### config.mk
export PLATFORM = sky130hd
export DESIGN_NAME = ssg_cell
export DESIGN_NICKNAME = d
export VERILOG_FILES = /design/src/rtl/core/ssg_pkg.sv /design/src/rtl/core/ssg_cell.sv
export SDC_FILE = /design/constraint.sdc
export NUM_CORES = 1
export LEC_CHECK = 0
export ABC_AREA = 1
export BUFFER_PORTS_ARGS = -buffer_cell sky130_fd_sc_hd__clkbuf_2
export CORE_MARGIN = 2
export CORE_UTILIZATION = 40
export DETAILED_ROUTE_END_ITERATION = 12
export PLACE_DENSITY_LB_ADDON = 0.3
export SYNTH_ARGS = -nofsm -noshare
export SYNTH_HDL_FRONTEND = slang
export SYNTH_SLANG_ARGS = --single-unit
### constraint.sdc
create_clock -name clk -period 0.8 [get_ports clk]
set_clock_uncertainty 0.15 [all_clocks]
set_input_delay 0.16 -clock clk [delete_from_list [all_inputs] [get_ports clk]]
set_output_delay 0.16 -clock clk [all_outputs]
set_load 0.005 [all_outputs]
### src/rtl/core/ssg_pkg.sv
// Shared types and constants for the Sobol sequence generator.
// No dependencies; imported by ssg_cell and the generator unit.
`default_nettype none

package ssg_pkg;

	// Default sizes handed to the top level parameters
	localparam int DEF_MAX_DIMS   = 16;
	localparam int DEF_STATE_BITS = 32;

	// Field widths fixed by the interface
	localparam int WORD_W   = 32;
	localparam int ACTION_W = 2;
	localparam int DIMSEL_W = 4;
	localparam int BITPOS_W = 6;
	localparam int DIMCNT_W = 5;

	// Command codes
	localparam logic [ACTION_W-1:0] ACT_ADVANCE = 2'd0;
	localparam logic [ACTION_W-1:0] ACT_LOAD    = 2'd1;
	localparam logic [ACTION_W-1:0] ACT_RESTART = 2'd2;

	// Sequencer states
	typedef enum logic {
		ST_IDLE,
		ST_RUN
	} seq_state_t;

	// Input beat
	typedef struct packed {
		logic [ACTION_W-1:0] action;
		logic [DIMSEL_W-1:0] dimension;
		logic [BITPOS_W-1:0] bit_position;
		logic [WORD_W-1:0]   direction_word;
	} cmd_t;

	// Result beat
	typedef struct packed {
		logic [WORD_W-1:0]   coordinate;
		logic [DIMSEL_W-1:0] dimension_index;
		logic                last_of_point;
		logic                exhausted;
	} res_t;

	// Control shared by every coordinate cell
	typedef struct packed {
		logic shift;
		logic clear;
	} cell_ctl_t;

endpackage

`default_nettype wire

### src/rtl/core/ssg_cell.sv
// One coordinate cell of the rotating ring: holds one 32-bit coordinate.
// Depends on ssg_pkg for the cell control struct.
`default_nettype none

module ssg_cell (
	input  wire logic              clk,
	input  wire logic              arst_n,
	input  wire ssg_pkg::cell_ctl_t ctl,
	input  wire logic [31:0]       d_in,
	output logic      [31:0]       coord_q
);

	import ssg_pkg::*;

	// Clear on restart, take the neighbor's word on a shift
	always_ff @(posedge clk or negedge arst_n) begin
		if (!arst_n) begin
			coord_q <= '0;
		end else if (ctl.clear) begin
			coord_q <= '0;
		end else if (ctl.shift) begin
			coord_q <= d_in;
		end
	end

endmodule

`default_nettype wire

==> metrics.csv, run 1 <==
metric,value,unit
slew_headroom,87.3,%
synth_flop_cell,dfrtp_1,
top_regs,coord_q: 32 flops,
slowest_delay,0.40,ns
ctsHoldBuffers,1,
cts_root_buf,clkbuf_4,
ir_drop,0.000878,V
rsz0062_at_grt,yes,
start_util,41.1,%
end_kind,output pin,
netlist.top_cell.by_area,dfrtp_1,
fp.dieW,62.1,um
crit_type,flip-flop to output pin,
critPathArrivalTime,0.84,ns
drtIter0Drc,43,
finalHoldViolCount,32,
cts_buffer_depth,2,
yosys_register_bits,32,
cts_num_sinks,32,
vias_per_cell,4.43,
ys_types,10,
drtAntennaViolNets,0,
largest_reg_flops,32,
finalCritPeriodShare,144,%
wirelength,2.99,mm
cts_tree,yes,
layout_min_cycle_time,1.15,ns
grt_pass1_vias,1189,
power.leakage,1.18,nW
avgRoutedWirePerCell,10.9,um
worstPathCellList,clkbuf_2,
yosys_warnings,0,
worstMarginPinSlew,0.191,ns
maxCapViolations,0,
cp.required,0.49,ns
area_growth,46.3,%
yosysTopAreaCellShare,59.3,%
critical_path.max_fanout,2,
overflow,0,
io_buffers,67,
gp_congestion,0.705,
io_pins,68,
n_antenna_cell,0,
detailed_place_hpwl,2.16,mm
final_nets,263,
cp_top_family,flip-flops,
synth_area_per_cell,9.65,um^2
yosysMostFrequentCell,nand2_1,
slew_viol_final,0,
die_area,3860,um^2
synthCells,140,
crit_path_start_kind,flip-flop,
grt_max_degree,33,
powerDensity,1630,nW/um^2
synthArstFlopShare,100,%
setup_viol,45,
firstDrtPassIters,4,
clock_latency,0.33,ns
synth-edff-count,0,
drc_errors,0,
synth-seq-area-share,59.3,%
violations,"negative hold slack, negative setup slack",
synthTopCellsByCount,"nand2_1, dfrtp_1, nand3_1, buf_6, nand3_2",
numCtsBuffers,5,
status,"complete, but fails checks",
die_height,62.1,um
core_area,3280,um^2
vias,1215,
grt_pass1_wl,5.22,mm
utilization,60.2,%
total_power,0.00323,W
grt_usage,17.4,%
synth.area.top_cells,"dfrtp_1, nand2_1, nand3_1, buf_6, nand3_2",
crit_buf_inv,1,
max_freq,870,MHz
synth_area,1350,um^2
regMostFlops,coord_q,
cts_max_level,2,
syn_nets,176,
path_clk_slew,0.10,ns
antenna_found_initial,0,
drive_above_1_share,50.9,%
min-delay-path-class,input port to flip-flop,
whs,-0.103,ns
critical-path-slowest-cell,dfrtp_1,
layout_setup_ws,-0.349,ns
core.rowCount,21,
-- repair_timing --
action                                  4_1_cts  5_1_grt
gates resized for setup                       0       20
pin swaps                                     0       12
hold endpoints to repair                     64       32
endpoints found under the setup margin       32       48
setup buffers                                11        5
-- routing by layer --
| layer | wire length (um) | global-route usage, % | vias up |
|---|---|---|---|
| met1 | 1370 | 22.5 | 545 |
| met2 | 1320 | 26.5 | 50 |
| met4 | 55 | 6.94 | 0 |
| li1 | - | - | 615 |
| met3 | 245 | 6.52 | 5 |
| met5 | 0 | 0 | - |
-- cell type report --
type | count | area [um^2]
Fill cell | 317 | 1310
Sequential cell | 32 | 801
Timing Repair Buffer | 90 | 578
Multi-Input combinational cell | 97 | 475
Tap cell | 46 | 57.6
Clock buffer | 6 | 51.3
Clock inverter | 2 | 10.0
Inverter | 1 | 3.75
-- report_power, final --
group | switching (W) | internal, W | total [W]
logic | 0.000252 | 0.000282 | 0.000534
clock network | 0.000519 | 0.000418 | 0.000937
registers | 0.0000530 | 0.00171 | 0.00176
-- final timing paths --
check / start / endpoint / slack, ns / depth (start not counted)
max in group asynchronous: arst_n / coord_q[23] / 0.16 / 3
worst min register to register: coord_q[23] / coord_q[23] / 0.33 / 2
worst min-delay path: d_in[5] / coord_q[5] / -0.10 / 3
min in group asynchronous: arst_n / coord_q[21] / 0.17 / 3
worst max register to register: coord_q[17] / coord_q[17] / -0.07 / 3
worst max-delay path: coord_q[8] / coord_q[8] / -0.35 / 1
-- cells by family (layout without fill, tap and decap cells) --
family                 after synthesis  in the layout  synth area share (%)
and+or+nand+nor                     97             97                  33.0
buffers and inverters               11             99                  7.78
DFF                                 32             32                  59.3
-- through the flow --
step	setup WS [ns]	hold WS (ns)	instance area, um^2	cells	TNS [ns]
4_1_cts	-0.376	-0.122	1900	272	-12.09
5_1_grt	-0.415	-0.121	1980	274	-13.91
3_5_place_dp	-0.173	-0.0139	1750	252	-5.13
3_3_place_gp	-0.166	-0.0193	1750	252	-4.88
2_1_floorplan	-0.0147	-0.286	1370	140	-0.468
6_report	-0.349	-0.103	1980	274	-11.54
-- layout by cell type, fill, tap and decap left out, drive strengths merged --
| master | instances |
|---|---|
| clkbuf | 73 |
| nand2 | 64 |
| dfrtp | 32 |
| nand3 | 32 |
| buf | 22 |
| clkinv | 2 |
| nor2 | 1 |
| inv | 1 |
| dlygate4sd3 | 1 |
Note: power is estimated with default switching activity, not from simulation.
==> inputs of run 2 (changes only) <==
--- a/config.mk
+++ b/config.mk
@@ -10,7 +10,8 @@
 export CORE_MARGIN = 2
 export CORE_UTILIZATION = 40
 export DETAILED_ROUTE_END_ITERATION = 12
-export PLACE_DENSITY_LB_ADDON = 0.3
+export PLACE_DENSITY_LB_ADDON = 0.1
+export SLEW_MARGIN = 10
 export SYNTH_ARGS = -nofsm -noshare
 export SYNTH_HDL_FRONTEND = slang
 export SYNTH_SLANG_ARGS = --single-unit
==> constraint.sdc (replaced) <==
create_clock -name clk -period 1.3 [get_ports clk]
set_clock_uncertainty 0.15 [all_clocks]
set_input_delay 0.26 -clock clk [delete_from_list [all_inputs] [get_ports clk]]
set_output_delay 0.26 -clock clk [all_outputs]
set_load 0.005 [all_outputs]
==> run 2 against run 1 <==
The run now ends clean. Die area unchanged. Critical path depth unchanged. Final cell count increased by 2.2%. Design area increased by 1.4%.
==> metrics.csv, run 2 (synthesis gave the netlist of run 1 again) <==
metric,value,unit,change
hold_depth,3,,unchanged
cts_root_buf,clkbuf_4,,
crit_cells,1,,unchanged
final_nets,269,,+2.3%
slew_headroom,63.3,%,-24 points
top_regs,coord_q: 32 flops,,
end_kind,output pin,,
grt_pass1_vias,1167,,-1.9%
area_growth,48.3,%,
slowest_delay,0.40,ns,about the same
crit_buf_inv,1,,unchanged
clock_latency,0.32,ns,about the same
firstDrtPassIters,4,,unchanged
ir_drop,0.000552,V,-37%
path_clk_slew,0.10,ns,about the same
slew_viol_final,0,,unchanged
drtAntennaViolNets,0,,unchanged
place_ws,-0.0000624,ns,+0.173 ns
ff2ff_path_depth,3,,unchanged
min-delay-path-class,input port to flip-flop,,
die_area,3860,um^2,unchanged
cp_top_family,flip-flops,,
grt_max_degree,33,,unchanged
power.leakage,1.17,nW,-0.62%
drtIter0Drc,49,,+14%
die_height,62.1,um,unchanged
cts_buffer_depth,2,,unchanged
core.rowCount,21,,unchanged
total_power,0.00213,W,-34%
final_common_cell,clkbuf_2,,
overflow,0,,unchanged
detailed_place_hpwl,1.99,mm,-7.8%
grt_pass1_wl,5.26,mm,+0.65%
most-common-layout-cells,"clkbuf_2, nand2_1, dfrtp_1",,
wirelength,3.20,mm,+7.0%
drive_above_1_share,37.6,%,-13 points
core_area,3280,um^2,unchanged
crit_type,flip-flop to output pin,,
regMostFlops,coord_q,,
critical_path.max_fanout,2,,unchanged
fp.dieW,62.1,um,unchanged
grt_usage,17.2,%,-0.20 points
avgRoutedWirePerCell,11.4,um,+4.7%
rsz0062_at_grt,yes,,
io_pins,68,,unchanged
finalHoldViolCount,0,,-100%
critPathArrivalTime,0.85,ns,about the same
vias_per_cell,4.42,,-0.29%
cts_num_sinks,32,,unchanged
stdcell_count,280,,+2.2%
layout_min_cycle_time,1.26,ns,
largest_reg_flops,32,,unchanged
numCtsBuffers,5,,unchanged
maxCapViolations,0,,unchanged
gp_congestion,0.675,,-4.2%
drc_errors,0,,unchanged
layout_setup_ws,0.0434,ns,+0.393 ns
antenna_found_initial,0,,unchanged
n_antenna_cell,0,,unchanged
worstPathCellList,clkbuf_2,,
worstMarginPinSlew,0.550,ns,+0.359 ns
placedCellCount,246,,-2.4%
finalCritPeriodShare,96.7,%,
io_buffers,67,,unchanged
critical-path-slowest-cell,dfrtp_1,,
start_util,41.1,%,unchanged
vias,1238,,+1.9%
setup_viol,0,,-100%
cp.required,0.89,ns,+0.40 ns
crit_path_start_kind,flip-flop,,
cts_max_level,2,,unchanged
status,completed,,
max_freq,796,MHz,
cts_tree,yes,,
powerDensity,1060,nW/um^2,-35%
==> run 2: cell count changes in the layout (fill, tap and decap cells not counted), sizes merged <==
cell         previous run  this run
dlygate4sd3             1        22
buf                    22         7
bufinv                  0         1
clkinv                  2         1
==> run 2: per-stage QoR <==
stage	cell area, um^2	TNS [ns]	utilization (%)	hold WS [ns]
after floorplan	1350	0	-	-0.186
after global placement	1680	0	51.1	0.0830
after detailed placement	1680	-0.0000624	51.1	0.0819
after CTS	1940	0	59.2	0.0000818
after global routing	2000	-0.0311	61.0	0.00304
final	2000	0	61.0	0.0111
==> run 2: cell type report <==
class | instances | area, um^2
fill | 311 | 1280
sequential | 32 | 801
timing repair buffer | 96 | 621
multi-input combinational | 97 | 445
tap | 46 | 57.6
clock buffer | 6 | 41.3
clock inverter | 2 | 35.0
inverter | 1 | 3.75
==> run 2: final timing paths <==
| check | from | to | slack, ns |
|---|---|---|---|
| worst max-delay path | coord_q[8] | coord_q[8] | 0.04 |
| worst min register to register | coord_q[31] | coord_q[31] | 0.33 |
| worst min-delay path | d_in[21] | coord_q[21] | 0.01 |
| min in group asynchronous | arst_n | coord_q[21] | 0.27 |
| worst max register to register | coord_q[24] | coord_q[24] | 0.42 |
| max in group asynchronous | arst_n | coord_q[23] | 0.56 |
==> run 2: per-layer routing <==
| layer | wire (um) | global-route usage (%) | up-vias |
|---|---|---|---|
| met2 | 1540 | 27.4 | 40 |
| met1 | 1460 | 22.1 | 561 |
| met5 | 0 | 0 | - |
| met3 | 173 | 5.62 | 4 |
| met4 | 28 | 5.83 | 0 |
| li1 | - | - | 633 |
==> run 2: timing repair <==
action | CTS | global route
endpoints found under the hold margin | 50 | 3
buffers inserted | 0 | 4
resized for setup | 0 | 0
hold buffers | 19 | 3
setup endpoints to repair | 0 | 6
==> run 2: power breakdown <==
part	switching (W)	leakage (nW)	internal [W]
combinational	0.000152	0.703	0.000166
clock	0.000325	0.0422	0.000403
sequential	0.0000295	0.426	0.00105
